## config.mk

```make
export PLATFORM = sky130hd
export DESIGN_NAME = lcd_back
export DESIGN_NICKNAME = d
export VERILOG_FILES = /design/src/rtl/core/lcd_pkg.sv /design/src/rtl/core/lcd_back.sv
export SDC_FILE = /design/constraint.sdc
export NUM_CORES = 1
export LEC_CHECK = 0
export BUFFER_PORTS_ARGS = -buffer_cell sky130_fd_sc_hd__buf_2
export CAP_MARGIN = 20
export CORE_AREA = 3 3 148 150
export DETAILED_ROUTE_END_ITERATION = 8
export DIE_AREA = 0 0 151 153
export GPL_TIMING_DRIVEN = 0
export SKIP_CTS_REPAIR_TIMING = 1
export SLEW_MARGIN = 0
export SYNTH_ARGS = -nofsm -noshare
export SYNTH_HDL_FRONTEND = slang
export SYNTH_SLANG_ARGS = --single-unit
```

## constraint.sdc

```tcl
create_clock -name clock -period 11.75 [get_ports clock]
set_input_delay 0.5875 -clock clock [delete_from_list [all_inputs] [get_ports clock]]
set_output_delay 0.5875 -clock clock [all_outputs]
set_load 0.02 [all_outputs]
```

## src/rtl/core/lcd_pkg.sv

```systemverilog
// ----------------------------------------------------------------------------
// Line centroid detector package
// Sizes, codes, reset values and the types shared by the detector modules.
// ----------------------------------------------------------------------------
`timescale 1ns / 1ps

package lcd_pkg;

   localparam int ROW_WIDTH = 320;
   localparam int PIX_W     = 8;
   localparam int POS_W     = $clog2(ROW_WIDTH + 1);
   localparam int POS_AW    = $clog2(ROW_WIDTH);
   localparam int RAM_AW    = POS_AW + 1;
   localparam int RAM_DEPTH = 2 ** RAM_AW;
   localparam int HALF      = ROW_WIDTH / 2;
   localparam int SUM_W     = $clog2(ROW_WIDTH * ROW_WIDTH / 4 + 1) + 1;
   localparam int STEP_W    = $clog2(SUM_W);

   localparam int STATUS_W  = 2;
   localparam int OFFSET_W  = 9;
   localparam int COUNT_W   = 9;
   localparam int COUNT_MAX = 2 ** COUNT_W - 1;
   localparam int DARK_W    = 8;
   localparam int WHITE_W   = 9;

   localparam int CSR_AW    = 3;
   localparam int CSR_DW    = 32;

   localparam logic [DARK_W-1:0]  DARK_RESET  = 8'd60;
   localparam logic [WHITE_W-1:0] WHITE_RESET = 9'd280;

   typedef enum logic [STATUS_W-1:0] {
      STATUS_LINE  = 2'd0,
      STATUS_BLACK = 2'd1,
      STATUS_WHITE = 2'd2
   } status_type;

   typedef enum logic {
      REG_DARK  = 1'b0,
      REG_WHITE = 1'b1
   } reg_index_type;

   typedef struct packed {
      logic              bank;
      logic [POS_W-1:0]  len;
      logic [PIX_W-1:0]  thr;
      logic              black;
   } row_desc_type;

   typedef struct packed {
      logic              en;
      logic [RAM_AW-1:0] addr;
      logic [PIX_W-1:0]  data;
   } ram_wr_type;

   typedef struct packed {
      logic              en;
      logic [RAM_AW-1:0] addr;
   } ram_rd_type;

endpackage

```

## src/rtl/core/lcd_back.sv

```systemverilog
// ----------------------------------------------------------------------------
// Line centroid detector evaluator
// Sweeps a stored row, counts bright pixels, sums their offsets from the centre,
// divides the sum by the count one quotient bit a cycle, issues the result item.
// ----------------------------------------------------------------------------
`timescale 1ns / 1ps

module lcd_back import lcd_pkg::*; (
   input  logic                       clock,
   input  logic                       reset,
   input  logic                       q_valid,
   input  row_desc_type               desc,
   input  logic [WHITE_W-1:0]         white_limit,
   input  logic [PIX_W-1:0]           rd_data,
   output ram_rd_type                 ram_rd,
   output logic                       pop,
   output logic                       rsp_valid,
   output status_type                 rsp_status,
   output logic signed [OFFSET_W-1:0] rsp_offset,
   output logic [COUNT_W-1:0]         rsp_count
);

   typedef enum logic [3:0] {
      ST_IDLE   = 4'b0001,
      ST_SWEEP  = 4'b0010,
      ST_DIVIDE = 4'b0100,
      ST_EMIT   = 4'b1000
   } back_state_type;

   back_state_type              state_ff, state_in;
   logic [POS_W-1:0]            idx_ff, idx_in;
   logic                        rvalid_ff, rvalid_in;
   logic [POS_AW-1:0]           rpos_ff, rpos_in;
   logic [POS_W-1:0]            cnt_ff, cnt_in;
   logic signed [SUM_W-1:0]     sum_ff, sum_in;
   logic [SUM_W-1:0]            quo_ff, quo_in;
   logic [POS_W:0]              rem_ff, rem_in;
   logic [STEP_W-1:0]           step_ff, step_in;
   logic                        neg_ff, neg_in;
   status_type                  status_ff, status_in;
   logic                        rsp_valid_ff, rsp_valid_in;
   status_type                  rsp_status_ff, rsp_status_in;
   logic signed [OFFSET_W-1:0]  rsp_offset_ff, rsp_offset_in;
   logic [COUNT_W-1:0]          rsp_count_ff, rsp_count_in;

   logic                        issue;
   logic                        bright;
   logic signed [SUM_W-1:0]     term;
   logic [SUM_W-1:0]            abs_sum;
   logic [POS_W:0]              trial;
   logic                        fits;
   logic signed [SUM_W:0]       mean;

   always_comb begin
      issue   = (state_ff == ST_SWEEP) && (idx_ff < desc.len);
      bright  = rvalid_ff && (rd_data > desc.thr);
      term    = $signed({{(SUM_W - POS_AW){1'b0}}, rpos_ff}) - $signed(SUM_W'(HALF));
      abs_sum = sum_ff[SUM_W-1] ? SUM_W'(-sum_ff) : SUM_W'(sum_ff);
      trial   = {rem_ff[POS_W-1:0], quo_ff[SUM_W-1]};
      fits    = trial >= {1'b0, cnt_ff};
      mean    = neg_ff ? -$signed({1'b0, quo_ff}) : $signed({1'b0, quo_ff});

      ram_rd.en   = issue;
      ram_rd.addr = {desc.bank, idx_ff[POS_AW-1:0]};

      state_in      = state_ff;
      idx_in        = idx_ff;
      rvalid_in     = 1'b0;
      rpos_in       = rpos_ff;
      cnt_in        = cnt_ff;
      sum_in        = sum_ff;
      quo_in        = quo_ff;
      rem_in        = rem_ff;
      step_in       = step_ff;
      neg_in        = neg_ff;
      status_in     = status_ff;
      rsp_valid_in  = 1'b0;
      rsp_status_in = rsp_status_ff;
      rsp_offset_in = rsp_offset_ff;
      rsp_count_in  = rsp_count_ff;
      pop           = 1'b0;

      case (state_ff)
         ST_IDLE: begin
            if (q_valid) begin
               idx_in  = '0;
               cnt_in  = '0;
               sum_in  = '0;
               quo_in  = '0;
               rem_in  = '0;
               step_in = '0;
               neg_in  = 1'b0;
               if (desc.black) begin
                  status_in = STATUS_BLACK;
                  state_in  = ST_EMIT;
               end else begin
                  state_in  = ST_SWEEP;
               end
            end
         end
         ST_SWEEP: begin
            rvalid_in = issue;
            rpos_in   = idx_ff[POS_AW-1:0];
            if (issue) begin
               idx_in = idx_ff + 1'b1;
            end
            if (bright) begin
               cnt_in = cnt_ff + 1'b1;
               sum_in = sum_ff + term;
            end
            if (!issue && !rvalid_ff) begin
               if (32'(cnt_ff) >= 32'(white_limit)) begin
                  status_in = STATUS_WHITE;
                  state_in  = ST_EMIT;
               end else begin
                  status_in = STATUS_LINE;
                  if (cnt_ff == '0) begin
                     state_in = ST_EMIT;
                  end else begin
                     quo_in   = abs_sum;
                     neg_in   = sum_ff[SUM_W-1];
                     rem_in   = '0;
                     step_in  = '0;
                     state_in = ST_DIVIDE;
                  end
               end
            end
         end
         ST_DIVIDE: begin
            rem_in  = fits ? trial - {1'b0, cnt_ff} : trial;
            quo_in  = {quo_ff[SUM_W-2:0], fits};
            step_in = step_ff + 1'b1;
            if (step_ff == STEP_W'(SUM_W - 1)) begin
               state_in = ST_EMIT;
            end
         end
         ST_EMIT: begin
            pop           = 1'b1;
            rsp_valid_in  = 1'b1;
            rsp_status_in = status_ff;
            rsp_offset_in = OFFSET_W'(mean);
            if (32'(cnt_ff) > COUNT_MAX) begin
               rsp_count_in = COUNT_W'(COUNT_MAX);
            end else begin
               rsp_count_in = COUNT_W'(cnt_ff);
            end
            state_in = ST_IDLE;
         end
         default: begin
            state_in = ST_IDLE;
         end
      endcase
   end

   always_ff @(posedge clock) begin
      idx_ff        <= idx_in;
      rpos_ff       <= rpos_in;
      cnt_ff        <= cnt_in;
      sum_ff        <= sum_in;
      quo_ff        <= quo_in;
      rem_ff        <= rem_in;
      step_ff       <= step_in;
      neg_ff        <= neg_in;
      status_ff     <= status_in;
      rsp_status_ff <= rsp_status_in;
      rsp_offset_ff <= rsp_offset_in;
      rsp_count_ff  <= rsp_count_in;
   end

   always_ff @(posedge clock) begin
      if (reset) begin
         state_ff     <= ST_IDLE;
         rvalid_ff    <= 1'b0;
         rsp_valid_ff <= 1'b0;
      end else begin
         state_ff     <= state_in;
         rvalid_ff    <= rvalid_in;
         rsp_valid_ff <= rsp_valid_in;
      end
   end

   assign rsp_valid  = rsp_valid_ff;
   assign rsp_status = rsp_status_ff;
   assign rsp_offset = rsp_offset_ff;
   assign rsp_count  = rsp_count_ff;

   a_rsp_after_emit: assert property (@(posedge clock) disable iff (reset)
      rsp_valid_ff |-> $past(state_ff == ST_EMIT))
      else $error("result item without emit");

   a_work_has_row: assert property (@(posedge clock) disable iff (reset)
      (state_ff != ST_IDLE) |-> q_valid)
      else $error("evaluation without a queued row");

   a_sweep_bound: assert property (@(posedge clock) disable iff (reset)
      (state_ff == ST_SWEEP) |-> ((idx_ff <= desc.len) && (cnt_ff <= desc.len)))
      else $error("sweep beyond stored row");

   a_rem_below: assert property (@(posedge clock) disable iff (reset)
      (state_ff == ST_DIVIDE) |-> (rem_ff < {1'b0, cnt_ff}))
      else $error("division remainder out of range");

   a_black_clean: assert property (@(posedge clock) disable iff (reset)
      (rsp_valid_ff && (rsp_status_ff == STATUS_BLACK))
         |-> ((rsp_count_ff == '0) && (rsp_offset_ff == '0)))
      else $error("all-black item with count or offset");

endmodule

```

Word-level counts from Yosys, hierarchy flattened. Cells that the tools add are included.

Register bits: 101. Logic and storage cells: 99. Output and inout port bits: 33.

Multiplexer cells: 43. Reductions and logical operators: 15. $lt $le $gt $ge: 4. Bitwise operators: 1. Equality and inequality tests: 13. $add $sub $neg: 8.

Operator list (count): two-way mux 16 bit (6); two-way mux 9 bit (9); case mux 16 bit (3 select lines) (1); two-way mux 4 bit (10); case mux 9 bit (2 select lines) (2); case mux 16 bit (2 select lines) (1); case mux 9 bit (3 select lines) (1); case mux 4 bit (3 select lines) (2); adder 9 x 1 -> 9 bit (second input constant) (2); adder 16 x 10 -> 16 bit (1); negator 16 bit (1); != test 2 bit (second input constant) (7); greater-or-equal comparator 10 x 9 -> 1 bit (1); AND reduction 5 bit (2); subtractor 9 x 8 -> 10 bit (second input constant) (1); greater-or-equal comparator 9 bit (1); logical NOT 9 bit (1); < comparator 9 bit (1); negator 9 bit (1); AND reduction 3 bit (3); subtractor 9 bit (1); == test 4 bit (second input constant) (2); greater-than comparator 8 bit (1); two-way mux 2 bit (4); other kinds (15) (22).

Logic depth before layout (Yosys ltp). Gate-level depths: netlist of run 1.

Word-level depth: 6. Gate-level depth with buffers: 11.

Least setup slack after synthesis of run 1. OpenSTA, ideal clock, no wires.

Path type: input -> register. Start: input desc[17] in the netlist's numbering. End: register quo_ff[0], enable pin. Setup time: 0.451 ns. Slack: 7.457 ns. Data arrival time: 3.842 ns. Stages: 8. Cells stage by stage: inv_1 > ha_1 > and4_1 > nand3_1 > or3_1 > a31oi_1 > o21bai_1 > nor3_1.

Word-level cells in the longest chain between the ends: 6.

Ends and longest elaborated chain: start: declaration (line lcd_back.sv:12) `input row_desc_type desc,`; < comparator 9 bit (line lcd_back.sv:55) `issue = (state_ff == ST_SWEEP) && (idx_ff < desc.len);`; logical AND 1 bit (line lcd_back.sv:55); logical NOT 1 bit (line lcd_back.sv:111) `if (!issue && !rvalid_ff) begin`; logical AND 1 bit (line lcd_back.sv:111); != test 2 x 1 -> 1 bit (no line); AND reduction 5 bit (no line); end signal: assignment (line lcd_back.sv:160) `quo_ff <= quo_in;`; end: declaration (line lcd_back.sv:36) `logic [SUM_W-1:0] quo_ff, quo_in;`.

Every way passes these cells. A chain may end at the register's enable or synchronous reset.

Final worst setup path of run 1.
Start: register rpos_ff[5]. End: register sum_ff[14] (data pin).

Word-level cells in the longest chain between the ends: 4.

Ends and longest elaborated chain: start: declaration (line lcd_back.sv:33) `logic [POS_AW-1:0] rpos_ff, rpos_in;`; start signal: assignment (line lcd_back.sv:157) `rpos_ff <= rpos_in;`; subtractor 9 x 8 -> 10 bit (line lcd_back.sv:57) `term = $signed({{(SUM_W - POS_AW){1'b0}}, rpos_ff}) - $signed(SUM_W'(HALF));`; adder 16 x 10 -> 16 bit (line lcd_back.sv:109) `sum_in = sum_ff + term;`; two-way mux 16 bit (line lcd_back.sv:107) `if (bright) begin`; case mux 16 bit (2 select lines) (line lcd_back.sv:83) `case (state_ff)`; end signal: assignment (line lcd_back.sv:159) `sum_ff <= sum_in;`; end: declaration (line lcd_back.sv:35) `logic signed [SUM_W-1:0] sum_ff, sum_in;`.

Every way passes these cells. The select of a mux whose other input is x is not followed.

==> run_results.csv, run 1 <==
group,metric,value,unit
run_status,outcome,"finished, final reports clean",
power,max-vdd-ir-drop,0.0612,mV
routing,wire_per_inst,14.3,µm
global_route,grt_pass1_wl,22200,µm
floorplan,placementRows,53,
setup_path,crit_type,"flop to flop",
cts,cts_made_buffers,9,
routing,final_antenna_net_count,0,
routing,drt_pass1_iterations,5,
timing,fin_setup_tns,0,ns
cts,htree_num_levels,3,
global_route,grt_pass1_vias,4328,
synthesis,synthAdderAreaFrac,0.120,
synthesis,syn_area,0.00617,mm²
cells_and_area,drive_above_1_share,0.159,
timing,holdWs,0.494,ns
setup_path,crit_arrival,3.25,ns
synthesis,synth_ff_type,"edfxtp_1",
timing,grt_setup_unrepaired,"false",
synthesis,ys_types,55,
cts,cts.sinks,101,
setup_path,worstSetupEndpointType,"flop",
global_route,overflow,0,
synthesis,async_reset_ff_frac,0,
setup_path,cp-start-kind,"flop",
synthesis,synth-seq-cells,101,
setup_path,crit_fanout,7,
worst_hold_path,hold_path_end,"rsp_offset[0]",
synthesis,synth_top_area_share,0.463,
timing,hold_viol,0,
cts,cts_root_buffer,"clkbuf_16",
worst_hold_path,min_path_type,"flop to flop",
synthesis,synth_most_common_cell,"edfxtp_1",
timing,finalSetupViolations,0,
timing,relSlewSlack,0.489,
timing,fin_crit_sh,0.267,
timing,tightest_slew,0.764,ns
floorplan,initial_utilization,0.296,
synthesis,ys_seq_area_frac,0.482,
setup_path,timing.rr.start,"rpos_ff[5]",
setup_path,r2r-end,"sum_ff[14]",
floorplan,die_w,151,µm
floorplan,dieArea,0.0231,mm²
synthesis,synth_nets,678,
setup_path,rrSetupSlack,8.61,ns
synthesis,synth_edf_count,95,
cts,clk_transition_reported_paths,0.07,ns
synthesis,synthCells,581,
routing,drtIter0Drc,226,
cells_and_area,area.growth.synth_to_final,17.1,%
global_route,antenna_found_initial,0,
routing,vias,4508,
cells_and_area,antenna_cells,0,
synthesis,synth_top_family_by_area,"simple AND/OR/NAND/NOR gates",
synthesis,yosys.area.top_type,"edfxtp_1",
global_route,gr-usage-all-layers,0.120,
routing,totalWireLength,13500,µm
worst_hold_path,hold_depth,0,
synthesis,synth_commonest_cells,"edfxtp_1, ha_1, nor2_1",
global_route,grt_max_degree,19,
synthesis,synth.mux.area_fraction,0.00812,
routing,via_per_inst,4.76,
placed_design,io_buffers,70,
synthesis,synthSimpleGateAreaFrac,0.157,
timing,maxSlewViolCount,0,
cts,clock_path_buffers,2,
placed_design,hpwl,10400,µm
floorplan,coreArea,0.0208,mm²
placed_design,place.gp.congestion,0.818,
timing,fin_crit,3.14,ns
setup_path,worst-r2r-cell-count,10,
setup_path,worstPathRequired,11.86,ns
worst_hold_path,hold_start,"quo_ff[0]",
power,p_leak,2.92,nW
flow_run,cap_violations,0,
cts,clock_latency,0.36,ns
cells_and_area,fin_nets,764,
synthesis,syn_area_per_cell,10.6,µm²
timing,fin_skew,0.00792,ns
cts,cts_tree,"yes",
timing,fmax,319,MHz
power,p_per_area,137,mW/mm²
synthesis,synthTopCellsByArea,"edfxtp_1, ha_1, xnor2_1",
routing,route.detailed.drc,0,
synthesis,synthXorXnorAreaFrac,0.0739,
floorplan,die_h,153,µm
floorplan,ios,72,
synthesis,yosys_warnings,0,
synthesis,synth_compound_area_frac,0.115,
## report_power, final
part	internal, mW	total, mW	leakage [nW]	switching (mW)
clock network	0.146	0.285	0.128	0.138
registers	0.442	0.477	0.967	0.0349
logic	0.0996	0.231	1.82	0.131
total	0.688	0.992	2.92	0.304
## state kept, by name, summed over array words and instances, names as in the netlist, 9 cells and up
name        cells
rpos_ff         9
rsp_offset      9
quo_ff         16
rem_ff          9
sum_ff         16
idx_ff          9
cnt_ff          9
rsp_count       9
## metal layers
metal,track usage,up-vias,part of all wire
met1,0.176,2138,0.51
li1,-,2277,-
met5,0,-,0
met2,0.178,83,0.43
met4,0.0324,0,0.012
met3,0.0288,10,0.048
## critical path, cell delays in order (launching register included)
cell and delay (ns):
edfxtp_1 0.38, inv_1 0.10, ha_1 0.18, inv_1 0.04, a21oi_1 0.57, ha_1 0.42, a21o_1 0.21, o21bai_1 0.18
o41ai_1 0.53, or4_1 0.20, nand3_1 0.06
## cell usage in the layout (no fill, tap or decap), types with 3 or more instances in the layout
master     count
a211oi_1      12
a21o_1         7
a21oi_1       14
a31oi_1        4
and2_1         7
and3_1        11
buf_2         73
buf_4          4
clkbuf_1      15
clkbuf_16      9
dfxtp_1        6
edfxtp_1      95
ha_1          56
inv_1         49
mux2i_1        5
nand2_1       35
nand2b_1       5
nand3_1       18
nand4_1        8
nor2_1        56
nor2b_1        8
nor3_1        13
nor4b_1        3
o21a_1         8
o21ai_0       28
o21ai_1        6
o21bai_1       3
o31ai_1       10
o41ai_1        3
or3_1          6
or3_4          3
xnor2_1       26
xor2_1        26
## layout make-up
| type | count | area [µm²] |
|---|---|---|
| buffer | 18 | 78.8 |
| clock buffer | 11 | 233 |
| clock inverter | 5 | 43.8 |
| fill | 2154 | 13600 |
| inverter | 50 | 188 |
| multi-input combinational | 412 | 2940 |
| sequential | 101 | 2970 |
| tap | 275 | 344 |
| timing repair buffer | 75 | 415 |
## worst max-delay path by stage
stage,start,to,cells after the start
after floorplan,desc[17],quo_ff[0],8
after global placement,desc[17],quo_ff[5],9
after detailed placement,desc[17],quo_ff[4],11
after CTS,rpos_ff[5],sum_ff[14],10
after global routing,rpos_ff[5],sum_ff[14],10
final,rpos_ff[5],sum_ff[14],10
## through the flow
step	area (µm²)	worst slack, ns	instances	utilization	total power [mW]
after floorplan	6170	7.46	581	-	0.645
after global placement	6860	6.24	926	0.329	0.707
after detailed placement	6940	8.46	931	0.333	0.716
after CTS	7220	8.56	947	0.347	1.00
after global routing	7220	8.32	947	0.347	1.05
final	7220	8.61	947	0.347	0.992
## cells by family (layout without fill, tap and decap cells)
| group | Yosys count | count (layout) |
|---|---|---|
| xor+xnor | 52 | 52 |
| simple gates | 189 | 189 |
| flops | 101 | 101 |
| buf+inv | 68 | 159 |
| fa+ha+maj | 58 | 58 |
| mux | 5 | 5 |
| compound gates | 108 | 108 |
No activity file was read; power rests on OpenSTA's default activity.
==> run 2, diff against run 1 <==
==> constraint.sdc (replaced) <==
create_clock -name clock -period 2.6 [get_ports clock]
set_input_delay 0.13 -clock clock [delete_from_list [all_inputs] [get_ports clock]]
set_output_delay 0.13 -clock clock [all_outputs]
set_load 0.02 [all_outputs]
==> run 2 against run 1 <==
  * Die area did not move
  * Wire length rose by 4.7%
  * Sequential share of layout area fell by 2.9 points
  * Critical path depth fell by 1
  * Sequential power rose to 4.5 times the previous value
  * Non-clock buffer count rose by 28
  * Critical path type unchanged
==> run_results.csv, run 2 (synthesis gave the netlist of run 1 again) <==
group,metric,value,unit
setup_path,crit_family,"simple AND/OR/NAND/NOR gates",
global_route,overflow,0,
cells_and_area,antenna_cells,0,
power,p_leak,3.15,nW
routing,met1Wirelength,7100,µm
setup_path,critPathLaunch,"idx_ff[8]",
setup_path,worstPathRequired,2.68,ns
cts,htree_num_levels,3,
cells_and_area,area.growth.synth_to_final,26.0,%
global_route,grt_pass1_vias,4254,
placed_design,io_buffers,70,
setup_path,crit_slowest_cell,"edfxtp_1",
timing,relSlewSlack,0.550,
run_status,outcome,"finished, final reports clean",
routing,route.detailed.drc,0,
timing,grt_setup_unrepaired,"true",
routing,dr_wl_met3,630,µm
setup_path,cp.buffers_inverters,2,
flow_run,cap_violations,0,
cts,cts_made_buffers,9,
global_route,grt_pass1_wl,22100,µm
cts,clk_transition_reported_paths,0.07,ns
timing,hold_viol,0,
setup_path,worstSetupEndpoint,"rem_ff[4]",
placed_design,place.gp.congestion,0.789,
cts,cts_root_buffer,"clkbuf_16",
floorplan,coreArea,0.0208,mm²
cells_and_area,fin_nets,792,
timing,holdWs,0.0442,ns
setup_path,worst-r2r-cell-count,9,
timing,tightest_slew,0.666,ns
floorplan,placementRows,53,
cells_and_area,final_common_cell,"edfxtp_1",
global_route,grt_max_degree,19,
setup_path,cp_cell_sequence,"ha_4, and4_1, nand3_1, or3_4, a31oi_4, o21bai_4, nor3_4, buf_12, clkbuf_16",
cells_and_area,stdcell_area,0.00777,mm²
routing,final_antenna_net_count,0,
power,p_per_area,625,mW/mm²
floorplan,die_h,153,µm
routing,drtIter0Drc,244,
floorplan,ios,72,
routing,drt_pass1_iterations,4,
placed_design,dp_slack,-0.486,ns
placed_design,postPlaceCellArea,0.00695,mm²
setup_path,crit_type,"flop to flop",
power,max-vdd-ir-drop,0.317,mV
cells_and_area,layout_common_cells,"edfxtp_1, buf_2, nor2_1",
timing,fin_crit_sh,0.978,
setup_path,critical_path_depth,9,
routing,vias,4637,
floorplan,die_w,151,µm
cells_and_area,fillers,2087,
timing,finalSetupViolations,0,
timing,maxSlewViolCount,0,
timing,fmax,393,MHz
cts,clock_path_buffers,2,
cts,clock_latency,0.35,ns
routing,routed.top_layer,"met4",
placed_design,hpwl,10400,µm
global_route,antenna_found_initial,0,
setup_path,crit_path_max_incr_delay,0.46,ns
cells_and_area,drive_above_1_share,0.249,
power,power,4.86,mW
cells_and_area,fin_util,0.373,
timing,fin_crit,2.54,ns
routing,wl_met2,6240,µm
setup_path,crit_fanout,8,
floorplan,dieArea,0.0231,mm²
cts,cts.sinks,101,
setup_path,r2r-end,"rem_ff[4]",
worst_hold_path,min_path_type,"primary input to flop",
routing,totalWireLength,14100,µm
setup_path,timing.rr.start,"idx_ff[8]",
setup_path,worstSetupEndpointType,"flop",
timing,fin_skew,0.00492,ns
cells_and_area,top_regs,"quo_ff: 16 flops, sum_ff: 16 flops",
routing,wire_per_inst,14.5,µm
cts,cts_tree,"yes",
setup_path,rrSetupSlack,0.06,ns
global_route,gr-usage-all-layers,0.121,
timing,setup_ws,0.0583,ns
setup_path,cp-start-kind,"flop",
floorplan,initial_utilization,0.296,
routing,via_per_inst,4.76,
setup_path,crit_arrival,2.62,ns
[run 2: cell count changes in the layout (fill, tap and decap cells not counted), sizes merged]
cell and delta:
clkbuf -3, clkinvlp -2, inv +1, bufinv +1, buf +31
[run 2: layout make-up]
| cell class | count | area, µm² | area share |
|---|---|---|---|
| tap | 275 | 344 | 0.0443 |
| inverter | 50 | 190 | 0.0245 |
| buffer | 14 | 73.8 | 0.00950 |
| multi-input combinational | 412 | 3170 | 0.408 |
| timing repair buffer | 107 | 711 | 0.0915 |
| sequential | 101 | 2970 | 0.383 |
| clock buffer | 11 | 243 | 0.0312 |
| clock inverter | 5 | 65.1 | 0.00837 |
[run 2: worst min-delay path by stage]
stage	from	end	slack, ns	cells past startpoint
after floorplan	reset	rsp_valid	0.20	1
after global placement	reset	rvalid_ff	0.41	2
after detailed placement	reset	state_ff[3]	0.42	2
after CTS	reset	state_ff[2]	0.04	2
after global routing	reset	rvalid_ff	0.05	2
final	reset	state_ff[2]	0.04	2
[run 2: routing by layer]
layer | track usage | vias up
met3 | 0.0311 | 13
met5 | 0 | -
met4 | 0.0358 | 0
met2 | 0.177 | 84
li1 | - | 2341
met1 | 0.177 | 2199
[run 2: where the power goes]
group	total [mW]	leakage [nW]	internal, mW	switching (mW)
clock network	1.41	0.151	0.786	0.624
registers	2.15	0.967	2.00	0.155
logic	1.30	2.04	0.618	0.678
total	4.86	3.15	3.40	1.46
[run 2: per-stage QoR]
step | std cells | TNS [ns]
after floorplan | 581 | -8.82
after global placement | 926 | -43.83
after detailed placement | 929 | -18.26
after CTS | 945 | -18.85
after global routing | 975 | -0.513
final | 975 | 0
==> run 3, diff against run 2 <==
--- a/config.mk
+++ b/config.mk
@@ -5,11 +5,12 @@
 export SDC_FILE = /design/constraint.sdc
 export NUM_CORES = 1
 export LEC_CHECK = 0
-export BUFFER_PORTS_ARGS = -buffer_cell sky130_fd_sc_hd__buf_2
+export ABC_AREA = 1
 export CAP_MARGIN = 20
-export CORE_AREA = 3 3 148 150
+export CORE_AREA = 3 3 151 153
 export DETAILED_ROUTE_END_ITERATION = 8
-export DIE_AREA = 0 0 151 153
+export DIE_AREA = 0 0 154 156
+export DONT_BUFFER_PORTS = 1
 export GPL_TIMING_DRIVEN = 0
 export SKIP_CTS_REPAIR_TIMING = 1
 export SLEW_MARGIN = 0
==> run 3 against run 2 <==
  * Global-route usage up 0.20 points
  * Combinational power rose to 3.5 times the previous value
  * First-iteration DRC count grew 64%
  * Worst setup slack improved by 0.011 ns
  * Critical path depth grew 5
  * Sequential power grew 57%
  * Non-clock buffer count decreased by 93
  * Final area is 5.7% lower
  * Synthesized cell count increased by 27%
==> run_results.csv, run 3 <==
group,metric,value,unit
timing,fin_setup_tns,0,ns
timing,fin_crit_sh,0.973,
timing,holdWs,0.0439,ns
placed_design,dp.cells,1021,
cts,cts.sinks,101,
routing,vias,4997,
cts,clock_latency,0.36,ns
floorplan,dieArea,0.0240,mm²
synthesis,syn_area_per_cell,8.69,µm²
synthesis,synth_most_common_cell,"nand2_1",
placed_design,io_buffers,0,
routing,drt_pass1_iterations,5,
synthesis,ys_seq_area_frac,0.464,
synthesis,async_reset_ff_frac,0,
synthesis,synth_ff_type,"edfxtp_1",
global_route,antenna_found_initial,0,
cts,cts_tree,"yes",
flow_run,cap_violations,0,
setup_path,crit_fanout,8,
worst_hold_path,hold_depth,5,
routing,via_per_inst,4.77,
routing,totalWireLength,14900,µm
synthesis,ys_types,43,
synthesis,syn_area,0.00641,mm²
timing,hold_viol,0,
floorplan,ios,72,
floorplan,die_w,154,µm
floorplan,coreArea,0.0217,mm²
cts,clk_transition_reported_paths,0.07,ns
routing,drtIter0Drc,401,
placed_design,postPlaceCellArea,0.00686,mm²
cells_and_area,fillers,2239,
power,max-vdd-ir-drop,0.413,mV
floorplan,placementRows,54,
global_route,grt_max_degree,23,
cts,htree_num_levels,3,
setup_path,worst-r2r-cell-count,14,
timing,relSlewSlack,0.667,
worst_hold_path,hold_start,"desc[0]",
setup_path,worstPathRequired,2.67,ns
global_route,grt_pass1_vias,4669,
synthesis,synthTopCellsByArea,"edfxtp_1, ha_1, nand2_1",
synthesis,yosys_warnings,0,
setup_path,crit_type,"flop to flop",
cells_and_area,stdcell_area,0.00733,mm²
timing,fin_crit,2.53,ns
cells_and_area,fin_util,0.338,
cells_and_area,layout_common_cells,"nand2_1, inv_1, edfxtp_1",
power,p_leak,3.09,nW
placed_design,place.gp.congestion,0.828,
routing,wire_per_inst,14.2,µm
worst_hold_path,hold_path_end,"state_ff[1]",
global_route,grt_pass1_wl,23700,µm
cells_and_area,final_cells,1047,
setup_path,r2r-end,"rem_ff[2]",
global_route,gr-usage-all-layers,0.123,
cells_and_area,antenna_cells,0,
timing,tightest_slew,0.499,ns
synthesis,synth_edf_count,95,
cts,cts_made_buffers,9,
routing,final_antenna_net_count,0,
timing,maxSlewViolCount,0,
run_status,outcome,"finished, final reports clean",
cells_and_area,drive_above_1_share,0.0965,
cells_and_area,area.growth.synth_to_final,14.3,%
setup_path,worstSetupEndpointType,"flop",
timing,setup_ws,0.0691,ns
setup_path,timing.rr.start,"idx_ff[4]",
floorplan,initial_utilization,0.296,
cells_and_area,top_regs,"quo_ff: 16 flops, sum_ff: 16 flops",
cts,clock_path_buffers,2,
cts,cts_root_buffer,"clkbuf_16",
synthesis,synth-seq-cells,101,
synthesis,yosys.area.top_type,"edfxtp_1",
power,power,9.18,mW
timing,fin_skew,0.00816,ns
synthesis,synth_top_area_share,0.445,
cells_and_area,final_common_cell,"nand2_1",
setup_path,crit_arrival,2.60,ns
placed_design,dp_slack,-0.527,ns
timing,fmax,395,MHz
synthesis,synthCells,738,
timing,finalSetupViolations,0,
synthesis,synth_nets,835,
setup_path,cp-start-kind,"flop",
synthesis,synth_commonest_cells,"nand2_1, inv_1, edfxtp_1",
worst_hold_path,min_path_type,"primary input to flop",
global_route,overflow,0,
setup_path,rrSetupSlack,0.07,ns
floorplan,die_h,156,µm
routing,route.detailed.drc,0,
placed_design,hpwl,11400,µm
cells_and_area,fin_nets,859,
power,p_per_area,1250,mW/mm²
run 3: cell types whose count changed after synthesis, moves of 8 or more:
cell,previous run,this run
nand3_1,18,36
a21oi_1,14,64
nor2b_1,8,0
inv_1,49,111
o21ai_0,28,37
nor2_1,56,85
and3_1,11,0
nand2_1,35,132
clkbuf_1,13,1
xor2_1,26,14
a211oi_1,12,2
xnor2_1,26,4
run 3: worst max-delay path by stage:
stage,start,depth (start not counted),end
after floorplan,idx_ff[4],9,quo_ff[0]
final,idx_ff[4],14,rem_ff[2]
after global placement,idx_ff[4],9,rem_ff[0]
after global routing,idx_ff[4],14,rem_ff[0]
after CTS,idx_ff[4],10,step_ff[2]
after detailed placement,idx_ff[4],10,quo_ff[1]
run 3: cells by family (layout without fill, tap and decap cells):
| kind of cell | count (synthesis) | count (layout) | synth area share |
|---|---|---|---|
| AO/OA/AOI/OAI | 140 | 140 | 0.122 |
| XOR/XNOR | 18 | 18 | 0.0246 |
| AND/OR/NAND/NOR | 292 | 292 | 0.194 |
| flip-flops | 101 | 101 | 0.464 |
| adder cells (fa/ha/maj) | 58 | 58 | 0.116 |
| buffers and inverters | 129 | 158 | 0.0806 |
run 3: layer usage:
layer	vias up	share of wire	GRT usage
met5	-	0	0
li1	2558	-	-
met1	2308	0.48	0.168
met3	16	0.051	0.0352
met2	115	0.46	0.193
met4	0	0.017	0.0328
run 3: worst max-delay path, stage by stage, from the launching register on:
cell	delay, ns
edfxtp_1	0.60
ha_4	0.38
nand2_4	0.05
inv_2	0.04
nand2_1	0.04
nand2_1	0.05
nand2_1	0.07
nand4_1	0.11
buf_6	0.14
nand2_4	0.06
nand2_4	0.09
nand2_4	0.06
nor3b_4	0.21
buf_4	0.17
clkbuf_16	0.15
run 3: cell type report:
class	instances	area (µm²)	area share
multi-input combinational	508	3040	0.415
sequential	101	2970	0.406
timing repair buffer	13	175	0.0239
clock buffer	9	225	0.0307
inverter	114	428	0.0584
tap	280	350	0.0478
buffer	15	88.8	0.0121
clock inverter	7	50.0	0.00683
run 3: power breakdown:
group | leakage (nW) | internal (mW) | switching (mW)
Combinational | 1.97 | 1.69 | 2.82
Sequential | 0.973 | 2.71 | 0.671
Clock | 0.140 | 0.654 | 0.622
